**src/rtl/core/cbl_pkg.sv**
```systemverilog
// Shared constants, codes and types of the clipped sprite blitter.
package cbl_pkg;

    // Frame store size and largest source dimension
    localparam int FB_BYTES = 65536;
    localparam int MAX_DIM  = 1024;

    localparam int FB_AW = $clog2(FB_BYTES);
    localparam int POS_W = $clog2(MAX_DIM);

    // Fixed field widths
    localparam int DIM_W     = 11;
    localparam int COORD_W   = 16;
    localparam int PIX_W     = 8;
    localparam int RADDR_W   = 16;
    localparam int MODE_W    = 4;
    localparam int CFG_IDX_W = 3;
    localparam int CFG_W     = 16;

    // Compare width for position against dimensions, destination sum width
    localparam int CMP_W       = ((POS_W > DIM_W) ? POS_W : DIM_W) + 1;
    localparam int DX_W        = COORD_W + 2;
    localparam int ADDR_FULL_W = 2 * DIM_W + 1;

    // Queue between classifier and memory side
    localparam int QUEUE_DEPTH = 4;
    localparam int QPTR_W      = $clog2(QUEUE_DEPTH);
    localparam int QCNT_W      = $clog2(QUEUE_DEPTH + 1);

    // Item kinds
    localparam logic KIND_BLIT = 1'b0;
    localparam logic KIND_READ = 1'b1;

    // Mode bit positions
    localparam int MODE_FLIP_H = 0;
    localparam int MODE_FLIP_V = 1;
    localparam int MODE_TRANSP = 2;
    localparam int MODE_XOR    = 3;

    // Register reset values
    localparam logic [DIM_W-1:0] FB_WIDTH_RST  = DIM_W'(320);
    localparam logic [DIM_W-1:0] FB_HEIGHT_RST = DIM_W'(200);
    localparam logic [DIM_W-1:0] FB_PITCH_RST  = DIM_W'(320);

    // Configuration register indexes
    typedef enum logic [CFG_IDX_W-1:0] {
        CFG_SRC_WIDTH  = 3'd0,
        CFG_SRC_HEIGHT = 3'd1,
        CFG_DEST_X     = 3'd2,
        CFG_DEST_Y     = 3'd3,
        CFG_FB_WIDTH   = 3'd4,
        CFG_FB_HEIGHT  = 3'd5,
        CFG_FB_PITCH   = 3'd6,
        CFG_MODE       = 3'd7
    } t_cfg_reg;

    // Classified job handed from the front to the memory side
    typedef struct packed {
        logic             kind;
        logic [PIX_W-1:0] pixel;
        logic             clipped;
        logic             transp;
        logic             xor_en;
        logic [FB_AW-1:0] addr;
    } t_job;

endpackage

```
**src/rtl/core/cbl_queue.sv**
```systemverilog
// Short job queue between the front end and the memory side.
module cbl_queue import cbl_pkg::*; (
    input  logic i_clk,
    input  logic i_rst_n,
    input  logic i_push,
    input  t_job i_job,
    output logic o_full,
    output t_job o_head,
    output logic o_head_valid,
    input  logic i_pop
);

    t_job              r_slot [QUEUE_DEPTH];
    logic [QPTR_W-1:0] r_wr_ptr, r_rd_ptr;
    logic [QCNT_W-1:0] r_count;

    assign o_full       = (r_count == QCNT_W'(QUEUE_DEPTH));
    assign o_head_valid = (r_count != '0);
    assign o_head       = r_slot[r_rd_ptr];

    // Pointers and fill count
    always_ff @(posedge i_clk) begin
        if (!i_rst_n) begin
            r_wr_ptr <= '0;
            r_rd_ptr <= '0;
            r_count  <= '0;
        end else begin
            if (i_push) begin
                r_wr_ptr <= (r_wr_ptr == QPTR_W'(QUEUE_DEPTH - 1)) ? '0 : r_wr_ptr + QPTR_W'(1);
            end
            if (i_pop) begin
                r_rd_ptr <= (r_rd_ptr == QPTR_W'(QUEUE_DEPTH - 1)) ? '0 : r_rd_ptr + QPTR_W'(1);
            end
            if (i_push && !i_pop) begin
                r_count <= r_count + QCNT_W'(1);
            end else if (i_pop && !i_push) begin
                r_count <= r_count - QCNT_W'(1);
            end
        end
    end

    // Entry storage
    always_ff @(posedge i_clk) begin
        if (i_push) begin
            r_slot[r_wr_ptr] <= i_job;
        end
    end

    a_no_overflow: assert property (@(posedge i_clk) disable iff (!i_rst_n)
        i_push |-> !o_full)
        else $error("push into full queue");
    a_no_underflow: assert property (@(posedge i_clk) disable iff (!i_rst_n)
        i_pop |-> o_head_valid)
        else $error("pop from empty queue");
    a_count_range: assert property (@(posedge i_clk) disable iff (!i_rst_n)
        r_count <= QCNT_W'(QUEUE_DEPTH))
        else $error("queue count out of range");

endmodule

```
**config.mk**
```make
export PLATFORM = sky130hd
export DESIGN_NAME = cbl_queue
export DESIGN_NICKNAME = d
export VERILOG_FILES = /design/src/rtl/core/cbl_pkg.sv /design/src/rtl/core/cbl_queue.sv
export SDC_FILE = /design/constraint.sdc
export NUM_CORES = 1
export LEC_CHECK = 0
export BUFFER_PORTS_ARGS = -buffer_cell sky130_fd_sc_hd__buf_4
export CELL_PAD_IN_SITES_DETAIL_PLACEMENT = 2
export CELL_PAD_IN_SITES_GLOBAL_PLACEMENT = 2
export CORE_MARGIN = 4
export CORE_UTILIZATION = 25
export CTS_BUF_LIST = sky130_fd_sc_hd__clkbuf_8 sky130_fd_sc_hd__clkbuf_16
export DETAILED_ROUTE_END_ITERATION = 10
export GPL_TIMING_DRIVEN = 0
export PLACE_DENSITY_LB_ADDON = 0.1
export SYNTH_ARGS = -nofsm -noshare
export SYNTH_HDL_FRONTEND = slang
export SYNTH_SLANG_ARGS = --single-unit
export TNS_END_PERCENT = 20
```
**constraint.sdc**
```tcl
create_clock -name i_clk -period 2.1 [get_ports i_clk]
set_input_delay 0.105 -clock i_clk [delete_from_list [all_inputs] [get_ports i_clk]]
set_output_delay 0.105 -clock i_clk [all_outputs]
set_load 0.1 [all_outputs]
```
==> results by group <==
Global route
  – Vias in the first global route: 2613
  – Total GRT Usage: 0.103
  – Largest net degree at the start of global routing: 29
  – Initial antenna violation count: 0
  – First-pass GRT wire length: 15000 um
  – GRT Residual Overflow: 0

Place
  – Detail Placement HPWL: 5890 um
  – IO buf count: 61
  – Routability-driven placement congestion ratio: 0.636
  – Worst slack at placement: 0.343 ns
  – Dpl cells: 483

Worst setup path
  – Worst setup SP type: flip-flop
  – WS Path Type: flip-flop to primary output
  – Reg2Reg Depth: 3
  – FF-to-FF setup slack: 0.42 ns
  – Critical Path AT: 1.88 ns
  – Reg2reg start: r_wr_ptr[0]
  – Reg2reg end: r_slot[2][4]
  – Critical path peak fanout: 10
  – Critical path capture point type: primary output
  – Worst Path Required: 2.00 ns

Worst hold path
  – Hold-critical path endpoint: r_wr_ptr[1]
  – Hold path start: i_push
  – Hold depth: 3
  – Min-delay worst type: input port to flip-flop

Layout
  – Diode count: 0
  – Final nets: 341
  – Post-Layout Cell Count: 541
  – Layout cells sized above 1: 0.369
  – Syn-to-layout area delta: 35.4%

Yosys
  – Netlist Area Pre-Place: 4550 um^2
  – Register bit total from synthesis: 121
  – Gate count after technology mapping: 190
  – Sequential-to-total area share from yosys stat: 0.779
  – Distinct cells, synth: 22
  – Synth Warn #: 0
  – Syn_nets: 229
  – Mapped Avg Cell Area: 23.9 um^2

Routing
  – DRT iter0 DRCs: 127
  – Avg WL per Cell: 17.7 um
  – DR vias: 2228
  – Post-Route WL: 9570 um
  – Drt first pass iters: 4
  – Antenna viol nets, final: 0
  – Residual DRC: 0
  – Vias per cell: 4.12

Timing
  – Final setup skew: 0.00729 ns
  – Setup WS post-layout: 0.117 ns
  – Slew HR: 0.434
  – Setup TNS Final: 0 ns
  – Hold Vio Cnt, Final: 0
  – Final setup violation count: 0
  – Maximum clock frequency: 0.504 GHz
  – Post-layout min period: 1.98 ns
  – RSZ-0062 raised after global routing: false
  – Worst slew pin tran: 0.849 ns
  – Period utilization: 0.944
  – Final Max Tran Viols: 0

Floorplanning
  – Die height: 143 um
  – Die ar.: 20400 um^2
  – Effective utilization at floorplan: 0.254
  – # IOs: 62
  – Std-Cell Core Area: 17900 um^2
  – # rows: 49
  – Die Wd: 143 um

Pwr
  – Leakage: 2.17 nW
  – Power density over the cells: 1050 nW/um^2
  – VDD IR max: 0.000522 V

Clock tree
  – CTS max path bufs: 2
  – Clock-pin slew on the worst setup and hold paths: 0.05 ns
  – Total CTS buffers: 17
  – CTS tree: yes
  – CTS root buf: clkbuf_16
  – H-tree Lvls: 4
  – Worst skew pair latency: 0.41 ns
  – CTS sink cnt: 121

Outcome
  – Status: completed

Flow run
  – Max_cap viols: 0
==> synthesized netlist by cell type, drive strengths merged <==
| library cell | instances | share of area |
|---|---|---|
| or3 | 2 | 0.0027 |
| nor3 | 1 | 0.0011 |
| mux4 | 28 | 0.15 |
| dfxtp | 9 | 0.040 |
| o21a | 1 | 0.0017 |
| and2 | 5 | 0.0069 |
| buf | 6 | 0.015 |
| nor3b | 1 | 0.0017 |
| ha | 6 | 0.017 |
| o21ai | 1 | 0.0011 |
| xor2 | 1 | 0.0019 |
| nor2 | 1 | 0.00082 |
| mux2i | 4 | 0.0088 |
| a21boi | 1 | 0.0017 |
| inv | 4 | 0.0033 |
| xnor2 | 1 | 0.0019 |
| edfxtp | 112 | 0.74 |
| nor2b | 5 | 0.0069 |
| fa | 1 | 0.0044 |
==> layer usage <==
| metal | GRT usage | part of all wire | up-vias |
|---|---|---|---|
| met5 | 0 | 0 | - |
| met2 | 0.177 | 0.52 | 44 |
| met1 | 0.116 | 0.41 | 1155 |
| met3 | 0.0355 | 0.044 | 14 |
| li1 | - | - | 1015 |
| met4 | 0.0450 | 0.019 | 0 |
==> worst max-delay path, cell delays in order (launching register included) <==
cell	delay [ns]
dfxtp_1	0.32
buf_6	0.18
buf_12	0.17
mux4_2	0.54
buf_4	0.26
==> state kept, by name, summed over array words and instances, names as in the netlist, named ones only <==
signal and count:
r_wr_ptr 2, r_rd_ptr 2, r_count 3, r_slot 112
==> what timing repair did <==
| action | CTS | global route |
|---|---|---|
| hold buffers | 29 | 0 |
| gates resized for setup | 0 | 4 |
| buffers inserted | 0 | 0 |
| endpoints found under the hold margin | 119 | 0 |
| setup endpoints to repair | 5 | 20 |
==> worst max path at each step <==
| stage | start | end | slack, ns | cells after the start |
|---|---|---|---|---|
| finish | flip-flop | o_head[15] | 0.12 | 4 |
| global route | flip-flop | o_head[1] | 0.02 | 4 |
| CTS | flip-flop | o_head[13] | -0.01 | 4 |
| detailed placement | r_wr_ptr[0] | r_slot[2][3] | 0.34 | 3 |
| global placement | r_wr_ptr[0] | r_slot[3][3] | -0.29 | 2 |
| floorplan | r_count[1] | o_full | 0.43 | 1 |
==> cells by family (layout without fill, tap and decap cells) <==
family | Yosys count | count (layout) | share of synthesized area
buf+inv | 10 | 132 | 0.0179
xor+xnor | 2 | 2 | 0.00385
fa+ha+maj | 7 | 7 | 0.0209
simple gates | 15 | 15 | 0.0201
flops | 121 | 121 | 0.779
mux | 32 | 32 | 0.154
compound gates | 3 | 3 | 0.00440
==> placed cells by master, fill, tap and decap left out <==
master / count
buf_6: 1
mux4_1: 8
nor3_1: 1
clkbuf_16: 17
fa_1: 1
xnor2_1: 1
dlygate4sd3_1: 29
o21ai_0: 1
inv_1: 9
o21a_1: 1
nor3b_2: 1
nor2_1: 1
and2_1: 1
clkinv_2: 2
or3_1: 2
mux2i_1: 4
nor2b_1: 5
buf_4: 63
dfxtp_1: 9
and2_2: 4
ha_1: 6
xor2_1: 1
buf_2: 1
edfxtp_1: 112
buf_12: 5
clkinv_1: 4
mux4_2: 20
bufinv_16: 1
a21boi_0: 1
==> power breakdown <==
group	leakage, nW	total [mW]	internal (mW)	switching (mW)
sequential	1.10	2.80	2.76	0.0377
combinational	0.803	1.19	0.344	0.843
clock	0.264	2.47	1.55	0.916
==> stage by stage <==
| step | hold slack (ns) | power [mW] | instance area [um^2] | util |
|---|---|---|---|---|
| 2_1_floorplan | 0.204 | 3.70 | 4550 | - |
| 3_3_place_gp | 0.309 | 3.99 | 5300 | 0.296 |
| 4_1_cts | 0.0298 | 6.56 | 6150 | 0.344 |
| 5_1_grt | 0.0721 | 6.73 | 6160 | 0.344 |
| 3_5_place_dp | 0.311 | 4.01 | 5360 | 0.300 |
| 6_report | 0.0393 | 6.45 | 6160 | 0.344 |
==> cell type report <==
type                    instances  area (um^2)
fillers                      1780        11700
flip-flops and latches        121         3540
multi-input cells              59          935
repair buffers                 93          808
clock buffers                  17          425
well taps                     229          287
clock inverters                12         73.8
plain buffers                   6         71.3
inverters                       4         15.0
Note: power is estimated with default switching activity, not from simulation.
