File: src/rtl/core/cbl_pkg.sv
// Shared constants, codes and types of the clipped sprite blitter.
package cbl_pkg;

    // Frame store size and largest source dimension
    localparam int FB_BYTES = 65536;
    localparam int MAX_DIM  = 1024;

    localparam int FB_AW = $clog2(FB_BYTES);
    localparam int POS_W = $clog2(MAX_DIM);

    // Fixed field widths
    localparam int DIM_W     = 11;
    localparam int COORD_W   = 16;
    localparam int PIX_W     = 8;
    localparam int RADDR_W   = 16;
    localparam int MODE_W    = 4;
    localparam int CFG_IDX_W = 3;
    localparam int CFG_W     = 16;

    // Compare width for position against dimensions, destination sum width
    localparam int CMP_W       = ((POS_W > DIM_W) ? POS_W : DIM_W) + 1;
    localparam int DX_W        = COORD_W + 2;
    localparam int ADDR_FULL_W = 2 * DIM_W + 1;

    // Queue between classifier and memory side
    localparam int QUEUE_DEPTH = 4;
    localparam int QPTR_W      = $clog2(QUEUE_DEPTH);
    localparam int QCNT_W      = $clog2(QUEUE_DEPTH + 1);

    // Item kinds
    localparam logic KIND_BLIT = 1'b0;
    localparam logic KIND_READ = 1'b1;

    // Mode bit positions
    localparam int MODE_FLIP_H = 0;
    localparam int MODE_FLIP_V = 1;
    localparam int MODE_TRANSP = 2;
    localparam int MODE_XOR    = 3;

    // Register reset values
    localparam logic [DIM_W-1:0] FB_WIDTH_RST  = DIM_W'(320);
    localparam logic [DIM_W-1:0] FB_HEIGHT_RST = DIM_W'(200);
    localparam logic [DIM_W-1:0] FB_PITCH_RST  = DIM_W'(320);

    // Configuration register indexes
    typedef enum logic [CFG_IDX_W-1:0] {
        CFG_SRC_WIDTH  = 3'd0,
        CFG_SRC_HEIGHT = 3'd1,
        CFG_DEST_X     = 3'd2,
        CFG_DEST_Y     = 3'd3,
        CFG_FB_WIDTH   = 3'd4,
        CFG_FB_HEIGHT  = 3'd5,
        CFG_FB_PITCH   = 3'd6,
        CFG_MODE       = 3'd7
    } t_cfg_reg;

    // Classified job handed from the front to the memory side
    typedef struct packed {
        logic             kind;
        logic [PIX_W-1:0] pixel;
        logic             clipped;
        logic             transp;
        logic             xor_en;
        logic [FB_AW-1:0] addr;
    } t_job;

endpackage

File: src/rtl/core/cbl_in_if.sv
// Input channel: source pixel or readback request with valid/ready.
interface cbl_in_if import cbl_pkg::*; ();
    logic               valid;
    logic               ready;
    logic               kind;
    logic [PIX_W-1:0]   pixel;
    logic               first;
    logic [RADDR_W-1:0] read_address;

    modport source (output valid, kind, pixel, first, read_address, input ready);
    modport sink   (input valid, kind, pixel, first, read_address, output ready);
endinterface

File: src/rtl/core/cbl_front.sv
// Front end: config registers, source position, destination math and clipping.
module cbl_front import cbl_pkg::*; (
    input  logic                 i_clk,
    input  logic                 i_rst_n,
    input  logic                 i_cfg_we,
    input  logic [CFG_IDX_W-1:0] i_cfg_index,
    input  logic [CFG_W-1:0]     i_cfg_data,
    cbl_in_if.sink               i_pix,
    output t_job                 o_job,
    output logic                 o_job_valid,
    input  logic                 i_job_ready
);

    typedef struct packed {
        logic               kind;
        logic [PIX_W-1:0]   pixel;
        logic               clipped;
        logic               transp;
        logic               xor_en;
        logic [DIM_W-1:0]   dx;
        logic [DIM_W-1:0]   dy;
        logic [RADDR_W-1:0] raddr;
    } t_f1;

    // Configuration registers
    logic [DIM_W-1:0]   r_src_width, r_src_height;
    logic [COORD_W-1:0] r_dest_x, r_dest_y;
    logic [DIM_W-1:0]   r_fb_width, r_fb_height, r_fb_pitch;
    logic [MODE_W-1:0]  r_mode;

    // Source position
    logic [POS_W-1:0] r_col, r_row;
    logic [POS_W-1:0] n_col, n_row;

    // Pipeline stages
    logic r_f1_valid, r_f2_valid;
    t_f1  r_f1, n_f1;
    t_job r_f2, n_f2;

    logic in_ready, accept, f1_adv, f2_adv;

    logic [POS_W-1:0]       col_cur, row_cur;
    logic [CMP_W-1:0]       col_x, row_x, srcw_x, srch_x, ox, oy, col_inc;
    logic [DX_W-1:0]        dx, dy;
    logic                   src_clip, dst_clip, wrap;
    logic [2*DIM_W-1:0]     prod;
    logic [ADDR_FULL_W-1:0] full_addr;

    // Config writes
    always_ff @(posedge i_clk) begin
        if (!i_rst_n) begin
            r_src_width  <= '0;
            r_src_height <= '0;
            r_dest_x     <= '0;
            r_dest_y     <= '0;
            r_fb_width   <= FB_WIDTH_RST;
            r_fb_height  <= FB_HEIGHT_RST;
            r_fb_pitch   <= FB_PITCH_RST;
            r_mode       <= '0;
        end else if (i_cfg_we) begin
            unique case (t_cfg_reg'(i_cfg_index))
                CFG_SRC_WIDTH:  r_src_width  <= i_cfg_data[DIM_W-1:0];
                CFG_SRC_HEIGHT: r_src_height <= i_cfg_data[DIM_W-1:0];
                CFG_DEST_X:     r_dest_x     <= i_cfg_data[COORD_W-1:0];
                CFG_DEST_Y:     r_dest_y     <= i_cfg_data[COORD_W-1:0];
                CFG_FB_WIDTH:   r_fb_width   <= i_cfg_data[DIM_W-1:0];
                CFG_FB_HEIGHT:  r_fb_height  <= i_cfg_data[DIM_W-1:0];
                CFG_FB_PITCH:   r_fb_pitch   <= i_cfg_data[DIM_W-1:0];
                CFG_MODE:       r_mode       <= i_cfg_data[MODE_W-1:0];
            endcase
        end
    end

    // Handshake chain
    always_comb begin
        f2_adv   = r_f2_valid && i_job_ready;
        f1_adv   = r_f1_valid && (!r_f2_valid || f2_adv);
        in_ready = !r_f1_valid || f1_adv;
        accept   = i_pix.valid && in_ready;
    end

    assign i_pix.ready = in_ready;

    // Stage 1: position, mirror, destination and visible-area clip
    always_comb begin
        col_cur = i_pix.first ? '0 : r_col;
        row_cur = i_pix.first ? '0 : r_row;
        col_x   = CMP_W'(col_cur);
        row_x   = CMP_W'(row_cur);
        srcw_x  = CMP_W'(r_src_width);
        srch_x  = CMP_W'(r_src_height);

        src_clip = (col_x >= srcw_x) || (row_x >= srch_x);
        ox = r_mode[MODE_FLIP_H] ? (srcw_x - CMP_W'(1) - col_x) : col_x;
        oy = r_mode[MODE_FLIP_V] ? (srch_x - CMP_W'(1) - row_x) : row_x;
        dx = DX_W'($signed(r_dest_x)) + DX_W'(ox);
        dy = DX_W'($signed(r_dest_y)) + DX_W'(oy);
        dst_clip = dx[DX_W-1] || (dx >= DX_W'(r_fb_width)) ||
                   dy[DX_W-1] || (dy >= DX_W'(r_fb_height));

        n_f1.kind    = i_pix.kind;
        n_f1.pixel   = i_pix.pixel;
        n_f1.clipped = src_clip || dst_clip;
        n_f1.transp  = r_mode[MODE_TRANSP];
        n_f1.xor_en  = r_mode[MODE_XOR];
        n_f1.dx      = dx[DIM_W-1:0];
        n_f1.dy      = dy[DIM_W-1:0];
        n_f1.raddr   = i_pix.read_address;

        // Advance after a blit
        col_inc = col_x + CMP_W'(1);
        wrap    = (col_inc >= srcw_x) || (col_inc == CMP_W'(MAX_DIM));
        n_col   = r_col;
        n_row   = r_row;
        if (accept && (i_pix.kind == KIND_BLIT)) begin
            if (wrap) begin
                n_col = '0;
                n_row = (row_cur == POS_W'(MAX_DIM - 1)) ? '0 : row_cur + POS_W'(1);
            end else begin
                n_col = col_inc[POS_W-1:0];
                n_row = row_cur;
            end
        end
    end

    // Stage 2: byte address and memory-range clip
    always_comb begin
        prod = (2*DIM_W)'(r_f1.dy) * (2*DIM_W)'(r_fb_pitch);
        if (r_f1.kind == KIND_READ) begin
            full_addr = ADDR_FULL_W'(r_f1.raddr);
        end else begin
            full_addr = ADDR_FULL_W'(prod) + ADDR_FULL_W'(r_f1.dx);
        end
        n_f2.kind    = r_f1.kind;
        n_f2.pixel   = r_f1.pixel;
        n_f2.transp  = r_f1.transp;
        n_f2.xor_en  = r_f1.xor_en;
        n_f2.clipped = ((r_f1.kind == KIND_BLIT) && r_f1.clipped) ||
                       (full_addr >= ADDR_FULL_W'(FB_BYTES));
        n_f2.addr    = full_addr[FB_AW-1:0];
    end

    // Stage control
    always_ff @(posedge i_clk) begin
        if (!i_rst_n) begin
            r_col      <= '0;
            r_row      <= '0;
            r_f1_valid <= 1'b0;
            r_f2_valid <= 1'b0;
        end else begin
            r_col <= n_col;
            r_row <= n_row;
            if (in_ready) begin
                r_f1_valid <= i_pix.valid;
            end
            if (!r_f2_valid || f2_adv) begin
                r_f2_valid <= f1_adv;
            end
        end
    end

    // Stage payload
    always_ff @(posedge i_clk) begin
        if (accept) begin
            r_f1 <= n_f1;
        end
        if (f1_adv) begin
            r_f2 <= n_f2;
        end
    end

    assign o_job       = r_f2;
    assign o_job_valid = r_f2_valid;

    // A stalled stage keeps its item
    a_f2_hold: assert property (@(posedge i_clk) disable iff (!i_rst_n)
        r_f2_valid && !i_job_ready |=> r_f2_valid && $stable(r_f2))
        else $error("front stage 2 lost a stalled item");
    a_f1_hold: assert property (@(posedge i_clk) disable iff (!i_rst_n)
        r_f1_valid && !f1_adv |=> r_f1_valid && $stable(r_f1))
        else $error("front stage 1 lost a stalled item");
    a_ready_full: assert property (@(posedge i_clk) disable iff (!i_rst_n)
        !in_ready |-> r_f1_valid && r_f2_valid)
        else $error("input stalled with a free stage");

endmodule

File: src/flat_wrapper.sv
// flat-port wrapper written by rule: the top's interface ports become plain ports
module cbl_front_flat import cbl_pkg::*;
  (i_clk, i_rst_n, i_cfg_we, i_cfg_index, i_cfg_data, o_job, o_job_valid, i_job_ready, i_pix_valid, i_pix_kind, i_pix_pixel, i_pix_first, i_pix_read_address, i_pix_ready);
  cbl_in_if i_pix_i ();
  input  logic i_clk;
  input  logic i_rst_n;
  input  logic i_cfg_we;
  input  logic [CFG_IDX_W-1:0] i_cfg_index;
  input  logic [CFG_W-1:0] i_cfg_data;
  output t_job o_job;
  output logic o_job_valid;
  input  logic i_job_ready;
  input wire logic [$bits(i_pix_i.valid)-1:0] i_pix_valid;
  input wire logic [$bits(i_pix_i.kind)-1:0] i_pix_kind;
  input wire logic [$bits(i_pix_i.pixel)-1:0] i_pix_pixel;
  input wire logic [$bits(i_pix_i.first)-1:0] i_pix_first;
  input wire logic [$bits(i_pix_i.read_address)-1:0] i_pix_read_address;
  output wire logic [$bits(i_pix_i.ready)-1:0] i_pix_ready;
  assign i_pix_i.valid = i_pix_valid;
  assign i_pix_i.kind = i_pix_kind;
  assign i_pix_i.pixel = i_pix_pixel;
  assign i_pix_i.first = i_pix_first;
  assign i_pix_i.read_address = i_pix_read_address;
  assign i_pix_ready = i_pix_i.ready;
  cbl_front u_core (.i_clk(i_clk), .i_rst_n(i_rst_n), .i_cfg_we(i_cfg_we), .i_cfg_index(i_cfg_index), .i_cfg_data(i_cfg_data), .i_pix(i_pix_i), .o_job(o_job), .o_job_valid(o_job_valid), .i_job_ready(i_job_ready));
endmodule
File: config.mk
export PLATFORM = sky130hd
export DESIGN_NAME = cbl_front_flat
export DESIGN_NICKNAME = d
export VERILOG_FILES = /design/src/rtl/core/cbl_pkg.sv /design/src/rtl/core/cbl_in_if.sv /design/src/rtl/core/cbl_front.sv /design/src/flat_wrapper.sv
export SDC_FILE = /design/constraint.sdc
export NUM_CORES = 1
export LEC_CHECK = 0
export BUFFER_PORTS_ARGS = -buffer_cell sky130_fd_sc_hd__clkbuf_2
export CAP_MARGIN = 10
export CORE_MARGIN = 5
export CORE_UTILIZATION = 30
export CTS_CLUSTER_DIAMETER = 100
export DETAILED_ROUTE_END_ITERATION = 10
export GPL_TIMING_DRIVEN = 1
export PLACE_DENSITY_LB_ADDON = 0.3
export SYNTH_ARGS = -nofsm -noshare
export SYNTH_HDL_FRONTEND = slang
export SYNTH_SLANG_ARGS = --single-unit
File: constraint.sdc
create_clock -name i_clk -period 7.97 [get_ports i_clk]
set_clock_uncertainty 0.05 [all_clocks]
set_input_delay 0.797 -clock i_clk [delete_from_list [all_inputs] [get_ports i_clk]]
set_output_delay 0.797 -clock i_clk [all_outputs]
set_load 0.02 [all_outputs]
==> flow_summary.toml <==
[status]
status = "completed"

[logic_synthesis]
avgSynthCellArea_um2 = 8.84
synth_top_area_share_pct = 15.4
synth-edff-count = 78
ys_types = 66
synthTopCellsByArea = "edfxtp_1 15%, dfxtp_1 15%, ha_1 14%"
syn-num-nets = 2030
async_flop_share_pct = 0
yosys_most_used_dff = "dfxtp_1"
yosysMostFrequentCell = "nand2_1"
synth_largest_area_cell = "edfxtp_1"
ys_ff_latch = 191
yosysWarningCount = 0
synth_area_um2 = 15200
ys_top_cells_by_count = "328 x nand2_1, 210 x inv_1, 164 x ha_1"
seq_area_frac_synth_pct = 30.3
netlist_instances = 1720

[power_and_ir_drop]
p_switching_mw = 0.743
swShare_pct = 30.7
p_int_mw = 1.67
p_leak_nw = 7.22
clkPwrFrac_pct = 35.8
p_per_area_nw_per_um2 = 144
combinationalPowerShare_pct = 19.0
vdd_drop_max_uv = 154
pwr-share-seq_pct = 45.2

[floorplanning]
die_y_um = 235
std_cell_rows = 82
dieArea_um2 = 55300
core_um2 = 50200
start_util_pct = 30.3
die_w_um = 235
io_pins = 80

[clock_network]
postCtsSetupBuffers = 0
cts_hold_buf = 0
cts_buffer_depth = 2
cts_htree_levels = 4
clock_sinks = 191
cts_resized = 0
cts_tree = "yes"
cts_root_buf = "clkbuf_16"
clk_latency_ps = 470
clkSlewWorstSetupHoldPaths_ps = 70
cts_buffers = 17

[placed_design]
place.port_buffers = 79
post-dp-hpwl_mm = 28.8
place_congestion = 0.876
place_area_um2 = 16200
dp_slack_ps = 797

[setup_path]
critical_path_class = "in -> reg"
crit_required_ps = 8120
cpMostUsedCell = "a21oi_1"
worstSetupEndpointType = "flop"
startpoint_type = "input pin"
path_delay_family = "simple AND/OR/NAND/NOR gates"
cp_max_fo = 17
cpMaxStageDelayCell = "or4_1"
arrival_ps = 6910
critical_path_buf_inv_count = 1
cpPeakStageDelay_ps = 550
ff2ff_setup_slack_ps = 1460

[sta]
setup_viol = 0
finalCriticalPeriod_ps = 6760
setup_tns_ps = 0
fmax_mhz = 148
drv_slew = 0
holdWs_ps = 370
tightest_slew_ps = 1150
timing.final.crit_share_pct = 84.8
rsz0062_at_grt = "no"
max_slew_margin_pct = 22.7
timing.final.ws_setup_ps = 1210
hold_viol = 0

[final_layout]
drive_gt1_share_pct = 7.55
postLayoutCoreUtil_pct = 33.5
final_net_count = 2058
fin_area_um2 = 16800
fillCellCount = 5176
area_growth_syn_to_layout_pct = 10.5

[global_routing]
grt_overflow = 0
grt_max_degree = 117
grt_use_total_pct = 13.8
antenna_found_initial = 5
grt_pass1_wl_mm = 62.1
grt_pass1_vias = 11600

[detailed_routing]
drtAntennaViolNets = 0
drc_errors = 0
vias = 11500
wl_per_cell_um = 15.5
drt-total-wl_mm = 37.7
via_per_inst = 4.73
dr.pass1.iters = 5
drtIter0Drc = 740

[flow_run]
cap_violations = 0

[hold_path]
hp-class = "reg -> reg"
path summary, 6_finish.rpt:
| kind | start | end | cells after the start |
|---|---|---|---|
| setup reg to reg | u_core.r_row[0] | u_core.r_f1[40] | 28 |
| setup / recovery | i_pix_first | u_core.r_f1[40] | 29 |
| hold reg to reg | u_core.n_f2[26] | u_core.o_job[26] | 0 |
| hold / removal | u_core.n_f2[26] | u_core.o_job[26] | 0 |
final cells by class:
class,count,area (um2),area share (%)
sequential,191,4600,27.4
inverter,210,788,4.70
multi-input combinational,1244,9530,56.8
antenna,5,12.5,0.0745
clock buffer,19,453,2.70
tap,672,841,5.01
clock inverter,13,121,0.723
timing repair buffer,84,437,2.60
placed cells by master, fill, tap and decap left out, types with 7 or more instances in the layout:
cell type and count:
nand2_1 328, inv_1 209, ha_1 164, dfxtp_1 113
fa_1 96, a21boi_0 92, clkbuf_2 78, edfxtp_1 78
o21ai_0 69, a21oi_1 56, and2_1 49, nor2_1 41
nor2b_1 37, xnor2_1 37, nand2b_1 31, nand3_1 30
a21o_1 26, xor2_1 18, clkbuf_16 17, o21a_1 16
nor3_1 15, a31oi_1 14, nand4_1 13, o211ai_1 12
mux2i_1 8, o21bai_1 7, o31ai_1 7
metal layers:
metal / wire, um / GRT usage [%] / vias to the layer above
met3: 2000 / 3.39 / 44
met1: 18500 / 19.3 / 5455
met5: 0 / 0 / -
met4: 838 / 4.02 / 0
li1: - / - / 5778
met2: 16400 / 21.3 / 245
worst register-to-register path, delay by kind of cell (launching register included):
| family | cells | cell delay (ps) |
|---|---|---|
| and+or+nand+nor | 10 | 2390 |
| AOI/OAI and AO/OA | 12 | 1970 |
| adders and majority gates | 4 | 1150 |
| DFF | 1 | 420 |
| xor gates and xnor gates | 2 | 260 |
power groups by stage:
stage / sequential (mW) / clock [mW] / combinational (mW)
floorplan: 1.11 / 0 / 0.337
global placement: 1.11 / 0 / 0.457
detailed placement: 1.12 / 0 / 0.461
CTS: 1.09 / 0.897 / 0.466
global route: 1.10 / 0.941 / 0.528
finish: 1.09 / 0.866 / 0.458
per-stage QoR:
step / std cells / total power, mW
global route: 2433 / 2.57
finish: 2438 / 2.42
detailed placement: 2400 / 1.58
global placement: 2400 / 1.57
floorplan: 1720 / 1.44
CTS: 2432 / 2.46
registers in the layout, indices dropped and copies added (netlist names):
register,cells
u_core.r_f1,39
u_core.r_f1_valid,1
u_core.r_row,10
u_core.r_fb_pitch,11
u_core.r_dest_y,16
u_core.r_mode,4
u_core.n_f2,11
u_core.r_src_height,11
u_core.r_fb_width,11
u_core.o_job_valid,1
u_core.r_fb_height,11
u_core.r_src_width,11
u_core.r_dest_x,16
u_core.o_job,28
u_core.r_col,10
cell families after synthesis:
logic type / Yosys count / synth area share [%]
adders and majority gates: 260 / 26.1
AOI/OAI and AO/OA: 339 / 14.9
buffers and inverters: 285 / 7.11
muxes: 12 / 0.823
DFF: 191 / 30.3
xor gates and xnor gates: 55 / 3.17
and+or+nand+nor: 578 / 17.5
No activity file was read; power rests on OpenSTA's default activity.
